## config.mk

```make
export PLATFORM = sky130hd
export DESIGN_NAME = byte_vertical_delta_decoder
export DESIGN_NICKNAME = d
export VERILOG_FILES = /design/src/sv/bvd_pkg.sv /design/src/sv/bvd_prep.sv /design/src/sv/bvd_core.sv /design/src/sv/bvd_out_stage.sv /design/src/sv/byte_vertical_delta_decoder.sv
export SDC_FILE = /design/constraint.sdc
export NUM_CORES = 1
export LEC_CHECK = 0
export BUFFER_PORTS_ARGS = -buffer_cell sky130_fd_sc_hd__buf_2
export CAP_MARGIN = 0
export CORE_UTILIZATION = 58
export CTS_BUF_LIST = sky130_fd_sc_hd__clkbuf_4
export DETAILED_ROUTE_END_ITERATION = 12
export PLACE_DENSITY = 0.79
export SLEW_MARGIN = 20
export SYNTH_ARGS = -nofsm -noshare
export SYNTH_HDL_FRONTEND = slang
export SYNTH_SLANG_ARGS = --single-unit
```

## constraint.sdc

```tcl
create_clock -name clock -period 8.51 [get_ports clock]
set_input_delay 0.851 -clock clock [delete_from_list [all_inputs] [get_ports clock]]
set_output_delay 0.851 -clock clock [all_outputs]
set_load 0.1 [all_outputs]
```

## src/sv/bvd_pkg.sv

```systemverilog
// Shared widths, reset values, register indexes and stage types of the vertical delta decoder.
package bvd_pkg;

   localparam int MAX_PLANES_DEF = 8;
   localparam int ADDR_BITS_DEF  = 24;

   localparam int ROW_STRIDE_W   = 13;
   localparam int PLANE_STRIDE_W = 10;
   localparam int COL_W          = 11;
   localparam int ROW_W          = 13;
   localparam int OFFSET_W       = 13;   // plane index times plane stride
   localparam int STEP_W         = 21;   // byte times row stride
   localparam int OUT_ADDR_W     = 24;
   localparam int SUM_W          = 33;   // wide enough for any address add
   localparam int CSR_INDEX_W    = 8;
   localparam int CSR_DATA_W     = 13;

   localparam logic [ROW_W-1:0] ROW_MAX = 13'h1FFF;

   localparam logic [ROW_STRIDE_W-1:0]   ROW_STRIDE_RST   = 13'd320;
   localparam logic [PLANE_STRIDE_W-1:0] PLANE_STRIDE_RST = 10'd40;
   localparam logic [COL_W-1:0]          COLUMN_COUNT_RST = 11'd40;
   localparam logic [ROW_W-1:0]          ROW_LIMIT_RST    = 13'd256;

   localparam logic [CSR_INDEX_W-1:0] REG_ROW_STRIDE   = 8'd0;
   localparam logic [CSR_INDEX_W-1:0] REG_PLANE_STRIDE = 8'd1;
   localparam logic [CSR_INDEX_W-1:0] REG_COLUMN_COUNT = 8'd2;
   localparam logic [CSR_INDEX_W-1:0] REG_ROW_LIMIT    = 8'd3;

   typedef struct packed {
      logic [ROW_STRIDE_W-1:0]   row_stride;
      logic [PLANE_STRIDE_W-1:0] plane_stride;
      logic [COL_W-1:0]          column_count;
      logic [ROW_W-1:0]          row_limit;
   } cfg_type;

   // item held in the input register, products already formed
   typedef struct packed {
      logic [7:0]        delta;
      logic              plane_begin;
      logic              plane_ok;
      logic [STEP_W-1:0] byte_step;
   } prep_type;

   typedef struct packed {
      logic                  valid;
      logic                  kind;
      logic [OUT_ADDR_W-1:0] address;
      logic [7:0]            data;
      logic [7:0]            run_length;
      logic                  overrun;
   } result_type;

endpackage

```

## src/sv/bvd_prep.sv

```systemverilog
// Input register: holds one item and forms the plane base and byte-times-stride products.
module bvd_prep import bvd_pkg::*; #(
   parameter int MAX_PLANES = MAX_PLANES_DEF,
   parameter int ADDR_BITS  = ADDR_BITS_DEF
) (
   input  logic                  clock,
   input  logic                  reset,
   input  logic                  req_valid,
   output logic                  req_stall,
   input  logic [7:0]            req_delta_byte,
   input  logic                  req_plane_begin,
   input  logic [2:0]            req_plane_index,
   input  logic [OUT_ADDR_W-1:0] req_frame_base,
   input  cfg_type               cfg,
   input  logic                  out_can,
   output logic                  advance,
   output prep_type              prep,
   output logic [ADDR_BITS-1:0]  base
);

   logic                 in_vld_ff, in_vld_in;
   prep_type             prep_ff, prep_in;
   logic [ADDR_BITS-1:0] base_ff, base_in;
   logic [OFFSET_W-1:0]  offset;
   logic [SUM_W-1:0]     base_sum;
   logic                 accept;

   assign req_stall = in_vld_ff && !out_can;
   assign accept    = req_valid && !req_stall;
   assign advance   = in_vld_ff && out_can;

   always_comb begin
      offset   = OFFSET_W'(req_plane_index) * OFFSET_W'(cfg.plane_stride);
      base_sum = SUM_W'(req_frame_base) + SUM_W'(offset);
      base_in  = base_sum[ADDR_BITS-1:0];
      prep_in.delta       = req_delta_byte;
      prep_in.plane_begin = req_plane_begin;
      prep_in.plane_ok    = int'(req_plane_index) < MAX_PLANES;
      prep_in.byte_step   = STEP_W'(req_delta_byte) * STEP_W'(cfg.row_stride);
      in_vld_in = accept ? 1'b1 : (advance ? 1'b0 : in_vld_ff);
   end

   always_ff @(posedge clock) begin
      if (reset) begin
         in_vld_ff <= 1'b0;
      end else begin
         in_vld_ff <= in_vld_in;
      end
      if (accept) begin
         prep_ff <= prep_in;
         base_ff <= base_in;
      end
   end

   assign prep = prep_ff;
   assign base = base_ff;

endmodule

```

## src/sv/bvd_core.sv

```systemverilog
// Op stream parser: column state, address walk and write command forming.
module bvd_core import bvd_pkg::*; #(
   parameter int ADDR_BITS = ADDR_BITS_DEF
) (
   input  logic                 clock,
   input  logic                 reset,
   input  logic                 advance,
   input  prep_type             prep,
   input  logic [ADDR_BITS-1:0] base,
   input  cfg_type              cfg,
   output result_type           result
);

   typedef enum logic [2:0] {
      PH_COUNT, PH_OP, PH_RCOUNT, PH_RVALUE, PH_DUMP, PH_IDLE
   } phase_type;

   phase_type            phase_ff, phase_in;
   logic [7:0]           ops_ff, ops_in;
   logic [6:0]           lit_ff, lit_in;
   logic [7:0]           fill_ff, fill_in;
   logic [COL_W-1:0]     col_ff, col_in;
   logic [ROW_W-1:0]     row_ff, row_in;
   logic [ADDR_BITS-1:0] cbase_ff, cbase_in;
   logic [ADDR_BITS-1:0] wp_ff, wp_in;

   logic [COL_W-1:0]  cc_even;
   logic              close_col, do_step;
   logic [STEP_W-1:0] step_amt;
   logic [7:0]        row_amt;
   logic [SUM_W-1:0]  wp_sum, cbase_sum;
   logic [ROW_W:0]    row_sum;

   assign cc_even = {cfg.column_count[COL_W-1:1], 1'b0};

   always_comb begin
      phase_in = phase_ff;
      ops_in   = ops_ff;
      lit_in   = lit_ff;
      fill_in  = fill_ff;
      col_in   = col_ff;
      row_in   = row_ff;
      cbase_in = cbase_ff;
      wp_in    = wp_ff;
      result    = '0;
      close_col = 1'b0;
      do_step   = 1'b0;
      step_amt  = '0;
      row_amt   = '0;
      wp_sum    = '0;
      cbase_sum = '0;
      row_sum   = '0;

      // plane start reopens column 0 whatever the phase
      if (prep.plane_begin) begin
         col_in   = '0;
         cbase_in = base;
         wp_in    = base;
         row_in   = '0;
         ops_in   = '0;
         lit_in   = '0;
         fill_in  = '0;
         phase_in = (cc_even != '0 && prep.plane_ok) ? PH_COUNT : PH_IDLE;
      end

      unique case (phase_in)
         PH_COUNT: begin
            ops_in = prep.delta;
            if (prep.delta == 8'd0) close_col = 1'b1;
            else                    phase_in  = PH_OP;
         end
         PH_OP: begin
            ops_in = ops_in - 8'd1;
            if (prep.delta == 8'd0) begin
               phase_in = PH_RCOUNT;
            end else if (prep.delta[7]) begin
               lit_in = prep.delta[6:0];
               if (lit_in != 7'd0)       phase_in  = PH_DUMP;
               else if (ops_in == 8'd0)  close_col = 1'b1;
               else                      phase_in  = PH_OP;
            end else begin
               // skip
               do_step  = 1'b1;
               step_amt = prep.byte_step;
               row_amt  = prep.delta;
               if (ops_in == 8'd0) close_col = 1'b1;
               else                phase_in  = PH_OP;
            end
         end
         PH_RCOUNT: begin
            fill_in  = prep.delta;
            phase_in = PH_RVALUE;
         end
         PH_RVALUE: begin
            if (fill_in != 8'd0) begin
               result.valid      = 1'b1;
               result.kind       = 1'b1;
               result.address    = OUT_ADDR_W'(wp_in);
               result.data       = prep.delta;
               result.run_length = fill_in;
               result.overrun    = (14'(row_in) + 14'(fill_in)) > 14'(cfg.row_limit);
               do_step  = 1'b1;
               // stride taken as it stands when the value byte arrives
               step_amt = STEP_W'(fill_ff) * STEP_W'(cfg.row_stride);
               row_amt  = fill_in;
            end
            fill_in = '0;
            if (ops_in == 8'd0) close_col = 1'b1;
            else                phase_in  = PH_OP;
         end
         PH_DUMP: begin
            result.valid      = 1'b1;
            result.kind       = 1'b0;
            result.address    = OUT_ADDR_W'(wp_in);
            result.data       = prep.delta;
            result.run_length = 8'd1;
            result.overrun    = (14'(row_in) + 14'd1) > 14'(cfg.row_limit);
            do_step  = 1'b1;
            step_amt = STEP_W'(cfg.row_stride);
            row_amt  = 8'd1;
            lit_in   = lit_in - 7'd1;
            if (lit_in == 7'd0) begin
               if (ops_in == 8'd0) close_col = 1'b1;
               else                phase_in  = PH_OP;
            end
         end
         PH_IDLE: begin
         end
         default: begin
         end
      endcase

      if (do_step) begin
         wp_sum  = SUM_W'(wp_in) + SUM_W'(step_amt);
         wp_in   = wp_sum[ADDR_BITS-1:0];
         row_sum = (ROW_W+1)'(row_in) + (ROW_W+1)'(row_amt);
         row_in  = row_sum[ROW_W] ? ROW_MAX : row_sum[ROW_W-1:0];
      end

      // end of column: next column one byte on, row 0
      if (close_col) begin
         col_in    = col_in + 11'd1;
         cbase_sum = SUM_W'(cbase_in) + SUM_W'(1);
         cbase_in  = cbase_sum[ADDR_BITS-1:0];
         wp_in     = cbase_in;
         row_in    = '0;
         ops_in    = '0;
         lit_in    = '0;
         fill_in   = '0;
         phase_in  = (col_in < cc_even) ? PH_COUNT : PH_IDLE;
      end
   end

   always_ff @(posedge clock) begin
      if (reset) begin
         phase_ff <= PH_COUNT;
         ops_ff   <= '0;
         lit_ff   <= '0;
         fill_ff  <= '0;
         col_ff   <= '0;
         row_ff   <= '0;
         cbase_ff <= '0;
         wp_ff    <= '0;
      end else if (advance) begin
         phase_ff <= phase_in;
         ops_ff   <= ops_in;
         lit_ff   <= lit_in;
         fill_ff  <= fill_in;
         col_ff   <= col_in;
         row_ff   <= row_in;
         cbase_ff <= cbase_in;
         wp_ff    <= wp_in;
      end
   end

endmodule

```

## src/sv/bvd_out_stage.sv

```systemverilog
// Result register: holds one write command until the consumer takes it.
module bvd_out_stage import bvd_pkg::*; (
   input  logic                  clock,
   input  logic                  reset,
   input  logic                  advance,
   input  result_type            result,
   input  logic                  rsp_stall,
   output logic                  out_can,
   output logic                  rsp_valid,
   output logic                  rsp_write_kind,
   output logic [OUT_ADDR_W-1:0] rsp_write_address,
   output logic [7:0]            rsp_write_data,
   output logic [7:0]            rsp_run_length,
   output logic                  rsp_row_overrun
);

   logic       out_vld_ff, out_vld_in;
   result_type res_ff;
   logic       load;

   assign out_can    = !out_vld_ff || !rsp_stall;
   assign load       = advance && result.valid;
   assign out_vld_in = out_can ? load : out_vld_ff;

   always_ff @(posedge clock) begin
      if (reset) begin
         out_vld_ff <= 1'b0;
      end else begin
         out_vld_ff <= out_vld_in;
      end
      if (load) begin
         res_ff <= result;
      end
   end

   assign rsp_valid         = out_vld_ff;
   assign rsp_write_kind    = res_ff.kind;
   assign rsp_write_address = res_ff.address;
   assign rsp_write_data    = res_ff.data;
   assign rsp_run_length    = res_ff.run_length;
   assign rsp_row_overrun   = res_ff.overrun;

endmodule

```

## src/sv/byte_vertical_delta_decoder.sv

```systemverilog
// Top level of the byte vertical delta decoder: register file and stage wiring.
//
// Takes one byte of a bitplane's column-major delta op stream per item and issues
// at most one frame buffer write command per item (single byte or fill run down
// the column). Throughput is one item per clock while req_stall is low: every
// byte passes an input register, where the plane base (frame_base +
// plane_index * plane_stride) and the byte times row_stride product are formed,
// and then one parse stage that updates column state and loads the result
// register. rsp_valid rises when a write command is loaded into the result
// register. req_stall rises only when the input register is full and the result
// register holds an item under rsp_stall. Bytes that give no write (op counts,
// skips, repeat counts) leave no result. Columns end after their counted ops;
// after the last even-rounded column, or for a plane number at or above
// MAX_PLANES, bytes are ignored until the next plane_begin. Addresses wrap at
// ADDR_BITS and show in the 24-bit rsp_write_address. Configuration writes
// (csr_ready always high) must occur only while idle; unknown indexes are
// ignored. No clearing pass follows reset.
module byte_vertical_delta_decoder import bvd_pkg::*; #(
   parameter int MAX_PLANES = MAX_PLANES_DEF,
   parameter int ADDR_BITS  = ADDR_BITS_DEF
) (
   input  logic                   clock,
   input  logic                   reset,
   input  logic                   req_valid,
   output logic                   req_stall,
   input  logic [7:0]             req_delta_byte,
   input  logic                   req_plane_begin,
   input  logic [2:0]             req_plane_index,
   input  logic [OUT_ADDR_W-1:0]  req_frame_base,
   output logic                   rsp_valid,
   input  logic                   rsp_stall,
   output logic                   rsp_write_kind,
   output logic [OUT_ADDR_W-1:0]  rsp_write_address,
   output logic [7:0]             rsp_write_data,
   output logic [7:0]             rsp_run_length,
   output logic                   rsp_row_overrun,
   input  logic                   csr_valid,
   output logic                   csr_ready,
   input  logic [CSR_INDEX_W-1:0] csr_index,
   input  logic [CSR_DATA_W-1:0]  csr_data
);

   cfg_type              cfg_ff, cfg_in;
   logic                 out_can, advance;
   prep_type             prep;
   logic [ADDR_BITS-1:0] base;
   result_type           result;

   assign csr_ready = 1'b1;

   // register file decode
   always_comb begin
      cfg_in = cfg_ff;
      if (csr_valid) begin
         unique case (csr_index)
            REG_ROW_STRIDE:   cfg_in.row_stride   = csr_data[ROW_STRIDE_W-1:0];
            REG_PLANE_STRIDE: cfg_in.plane_stride = csr_data[PLANE_STRIDE_W-1:0];
            REG_COLUMN_COUNT: cfg_in.column_count = csr_data[COL_W-1:0];
            REG_ROW_LIMIT:    cfg_in.row_limit    = csr_data[ROW_W-1:0];
            default: begin
            end
         endcase
      end
   end

   always_ff @(posedge clock) begin
      if (reset) begin
         cfg_ff.row_stride   <= ROW_STRIDE_RST;
         cfg_ff.plane_stride <= PLANE_STRIDE_RST;
         cfg_ff.column_count <= COLUMN_COUNT_RST;
         cfg_ff.row_limit    <= ROW_LIMIT_RST;
      end else begin
         cfg_ff <= cfg_in;
      end
   end

   bvd_prep #(
      .MAX_PLANES (MAX_PLANES),
      .ADDR_BITS  (ADDR_BITS)
   ) u_prep (
      .clock           (clock),
      .reset           (reset),
      .req_valid       (req_valid),
      .req_stall       (req_stall),
      .req_delta_byte  (req_delta_byte),
      .req_plane_begin (req_plane_begin),
      .req_plane_index (req_plane_index),
      .req_frame_base  (req_frame_base),
      .cfg             (cfg_ff),
      .out_can         (out_can),
      .advance         (advance),
      .prep            (prep),
      .base            (base)
   );

   bvd_core #(
      .ADDR_BITS (ADDR_BITS)
   ) u_core (
      .clock   (clock),
      .reset   (reset),
      .advance (advance),
      .prep    (prep),
      .base    (base),
      .cfg     (cfg_ff),
      .result  (result)
   );

   bvd_out_stage u_out (
      .clock             (clock),
      .reset             (reset),
      .advance           (advance),
      .result            (result),
      .rsp_stall         (rsp_stall),
      .out_can           (out_can),
      .rsp_valid         (rsp_valid),
      .rsp_write_kind    (rsp_write_kind),
      .rsp_write_address (rsp_write_address),
      .rsp_write_data    (rsp_write_data),
      .rsp_run_length    (rsp_run_length),
      .rsp_row_overrun   (rsp_row_overrun)
   );

endmodule

```

==> run summary <==
Run status: complete, no violations
Number of remaining DRC errors: 0
Multi-input combinational cell area: 15690 um2
Final clock period utilization by the worst path: 89.25%
Max Fanout on Critical Path: 18
Final non-filler cell area: 24730 um2
Area fraction of the dominant cell type after synthesis: 13.37%
Average footprint of a synthesized cell: 8.682 um2
Overall routing resource usage: 32.01%
Die outline area: 40560 um2
DR iter-0 viols: 1932
Fin Hold WS: 0.2594 ns
Commonest cells after routing, fill and taps aside: 269 x sky130_fd_sc_hd__inv_1, 249 x sky130_fd_sc_hd__nand2_1, 184 x sky130_fd_sc_hd__nor2_1
Final wirelength: 64.57 mm
Routed vias/inst: 6.153
CTS clock-pin slew for the worst setup and hold paths: 0.07 ns
Core Rows: 72
Antenna violations before repair: 3
Slew at the pin with the worst max-slew slack: 1.168 ns
Met3 track demand over resource: 5.313%
Die extent in y: 201.4 um
Total number of yosys warnings: 0
Max-cap violations: 0
Total gr overflow: 0
Post-cts repair resize count: 0
Type of element capturing the critical path: flop
Sum of net half-perimeters after detailed placement: 46.94 mm
Pre-CTS setup slack: 1.090 ns
Top cells by area in the synthesized netlist: sky130_fd_sc_hd__fa_1 13%, sky130_fd_sc_hd__dfxtp_1 13%, sky130_fd_sc_hd__edfxtp_1 13%
Input/output buffers: 105
Area after DPL: 23830 um2
Met2 capacity usage during global routing: 50.74%
Met1 Track Usage GR: 42.32%
Fmax achieved: 0.1317 GHz
Leakage power of the design: 11.40 nW
Routability cong.: 0.9484
Number of hold-slack violations in the final timing report: 0
Primary FF master, synth: sky130_fd_sc_hd__dfxtp_1
Post-synth design cell area: 23060 um2
Peak supply drop: 184.4 uV
Die boundary width: 201.4 um
Clock skew: 0.06744 ns
Total power divided by cell area: 117.1 nW/um2
Slew headroom: 21.39%
Nets: 3111
Arrival @ worst endpoint: 8.23 ns
Maximum buffer depth of the clock tree: 3
Area growth, synth to finish: 7.260%
Post-synth EDFFs: 96
Number of different library cells in the post-synthesis netlist: 92
Count of placed standard cells in the final layout, fillers left out: 3298
Required time at the endpoint of the critical path: 9.14 ns
Share of layout cells above drive strength 1: 10.53%
IO Count: 107
Register Area: 5806 um2
Cells after DPL: 3164
Count of hold buffers inserted by post-cts repair: 0
CTS Buf Count: 70
Worst Setup Path Type: reg -> reg
Number of synthesized register bits: 242
Clock tree from TritonCTS: done
Unrepaired setup endpoints after global routing: no
Clock network latency to the later pin of the worst-skew pair: 0.80 ns
Final setup vio count: 0
Min Clock Period, post-route: 7.595 ns
Number of search-and-repair iterations in the first detailed-routing pass: 6
Setup Total Neg Slack: 0 ns
Async set-or-reset flop fraction in the synthesized netlist: 0%
Post-route worst setup slack: 0.9145 ns
Startpoint type of the worst setup path: flop
Worst hold path type: in -> reg
Routed vias: 20290
Via count of the first global-routing pass: 19970
Initial Utilization: 59.25%
Maximum number of pins on one net before global-route repair: 137
Global-route wire length before repair: 103.1 mm
Number of H-tree branching levels: 3
Net count after synthesis: 3049
Number of instances in the synthesized netlist: 2656
Detailed-route wire length per cell: 19.58 um
Most common cell after layout, fill and taps aside: sky130_fd_sc_hd__inv_1
Count of buffers added by post-CTS timing repair for setup: 0
Share of the yosys chip area belonging to registers: 25.18%
Clock root buffer master: sky130_fd_sc_hd__clkbuf_4
Count of filler cells inserted in the layout: 3351
Number of sinks driven by the clock tree: 242
Busiest metal layer after global routing: met2
Final Max Tran Viols: 0
Total core area: 38920 um2
Number of antenna-violating nets in the routed design: 0
Yosys top cell by area: sky130_fd_sc_hd__fa_1
-- metal layers --
layer	wire length (um)	up-vias
met5	0	-
met4	3214	0
met3	5809	194
met2	28920	985
met1	26630	9783
li1	-	9330
-- synthesized netlist by cell type, drive strengths merged (37+ instances only) --
library cell and n:
inv 269, nand2 251, nor2 187, ha 177, and2 159, a21oi 158
fa 154, dfxtp 146, o21ai 112, edfxtp 96, clkbuf 88, mux2i 82
nand3 73, xnor2 71, nor2b 57, xor2 52, buf 46, a21o 41
a211oi 37
-- worst paths after layout --
kind,startpoint,endpoint,slack (ns),cells after the start
worst max register to register,cfg_ff[38],u_core.wp_ff[21],0.91,25
worst min register to register,u_core.cbase_ff[1],u_core.cbase_ff[1],0.46,2
worst min-delay path,req_plane_begin,u_prep.prep[22],0.26,1
worst max-delay path,cfg_ff[38],u_core.wp_ff[21],0.91,25
-- worst max-delay path, stage by stage, from the launching register on --
cell and delay [ns]:
sky130_fd_sc_hd__dfxtp_1 0.77, sky130_fd_sc_hd__nand2_1 0.17, sky130_fd_sc_hd__fa_1 0.53, sky130_fd_sc_hd__fa_1 0.51, sky130_fd_sc_hd__inv_1 0.06, sky130_fd_sc_hd__fa_1 0.53, sky130_fd_sc_hd__inv_1 0.05, sky130_fd_sc_hd__fa_1 0.53
sky130_fd_sc_hd__inv_1 0.05, sky130_fd_sc_hd__ha_1 0.34, sky130_fd_sc_hd__nand3_1 0.10, sky130_fd_sc_hd__nor2_1 0.05, sky130_fd_sc_hd__o31a_1 0.33, sky130_fd_sc_hd__o22a_1 0.27, sky130_fd_sc_hd__a21o_1 0.20, sky130_fd_sc_hd__a211oi_1 0.23
sky130_fd_sc_hd__a2111oi_0 0.10, sky130_fd_sc_hd__a221o_1 0.36, sky130_fd_sc_hd__ha_1 0.36, sky130_fd_sc_hd__and2_1 0.21, sky130_fd_sc_hd__a21boi_0 0.38, sky130_fd_sc_hd__o211ai_1 0.17, sky130_fd_sc_hd__a31o_2 0.32, sky130_fd_sc_hd__a22o_1 0.26
sky130_fd_sc_hd__o311ai_0 0.39, sky130_fd_sc_hd__a211oi_1 0.13
-- report_power, final --
part	internal (mW)	switching (mW)	leakage (nW)
sequential	1.25	0.0575	2.18
clock	0.570	0.555	0.534
combinational	0.169	0.297	8.68
total	1.99	0.909	11.4
-- registers in the layout, indices dropped and copies added, names as in the netlist, 3 cells and up --
signal,count
u_core.cbase_ff,24
u_out.rsp_write_address,24
u_core.ops_ff,8
u_core.phase_ff,3
u_core.fill_ff,8
u_prep.prep,30
u_core.wp_ff,24
u_prep.base,24
u_out.rsp_run_length,8
u_out.rsp_write_data,8
u_core.col_ff,11
u_core.lit_ff,7
u_core.row_ff,13
cfg_ff,46
-- cell type report --
cell class | instances | area share, %
sequential | 242 | 23.47
multi-input combinational | 2011 | 63.43
clock buffer | 99 | 3.005
clock inverter | 29 | 0.5615
antenna | 6 | 0.06071
tap | 518 | 2.621
timing repair buffer | 124 | 2.762
inverter | 269 | 4.083
-- metrics by stage --
stage                     util (%)  power, mW
after CTS                    63.50      2.901
final                        63.55      2.897
after detailed placement     61.23      1.784
after global routing         63.54      3.024
after floorplan                  -      1.640
after global placement       61.23      1.770
-- kinds of logic (layout without fill, tap and decap cells) --
family / Yosys count / after routing / synth area share, %
AO/OA/AOI/OAI: 552 / 552 / 15.99
buffers and inverters: 403 / 521 / 6.946
multiplexers: 97 / 97 / 4.292
flip-flops: 242 / 242 / 25.18
adder cells (fa/ha/maj): 331 / 331 / 22.97
other: 1 / 7 / 0.01626
AND/OR/NAND/NOR: 907 / 907 / 19.94
XOR/XNOR: 123 / 123 / 4.672
No activity file was read; power rests on OpenSTA's default activity.
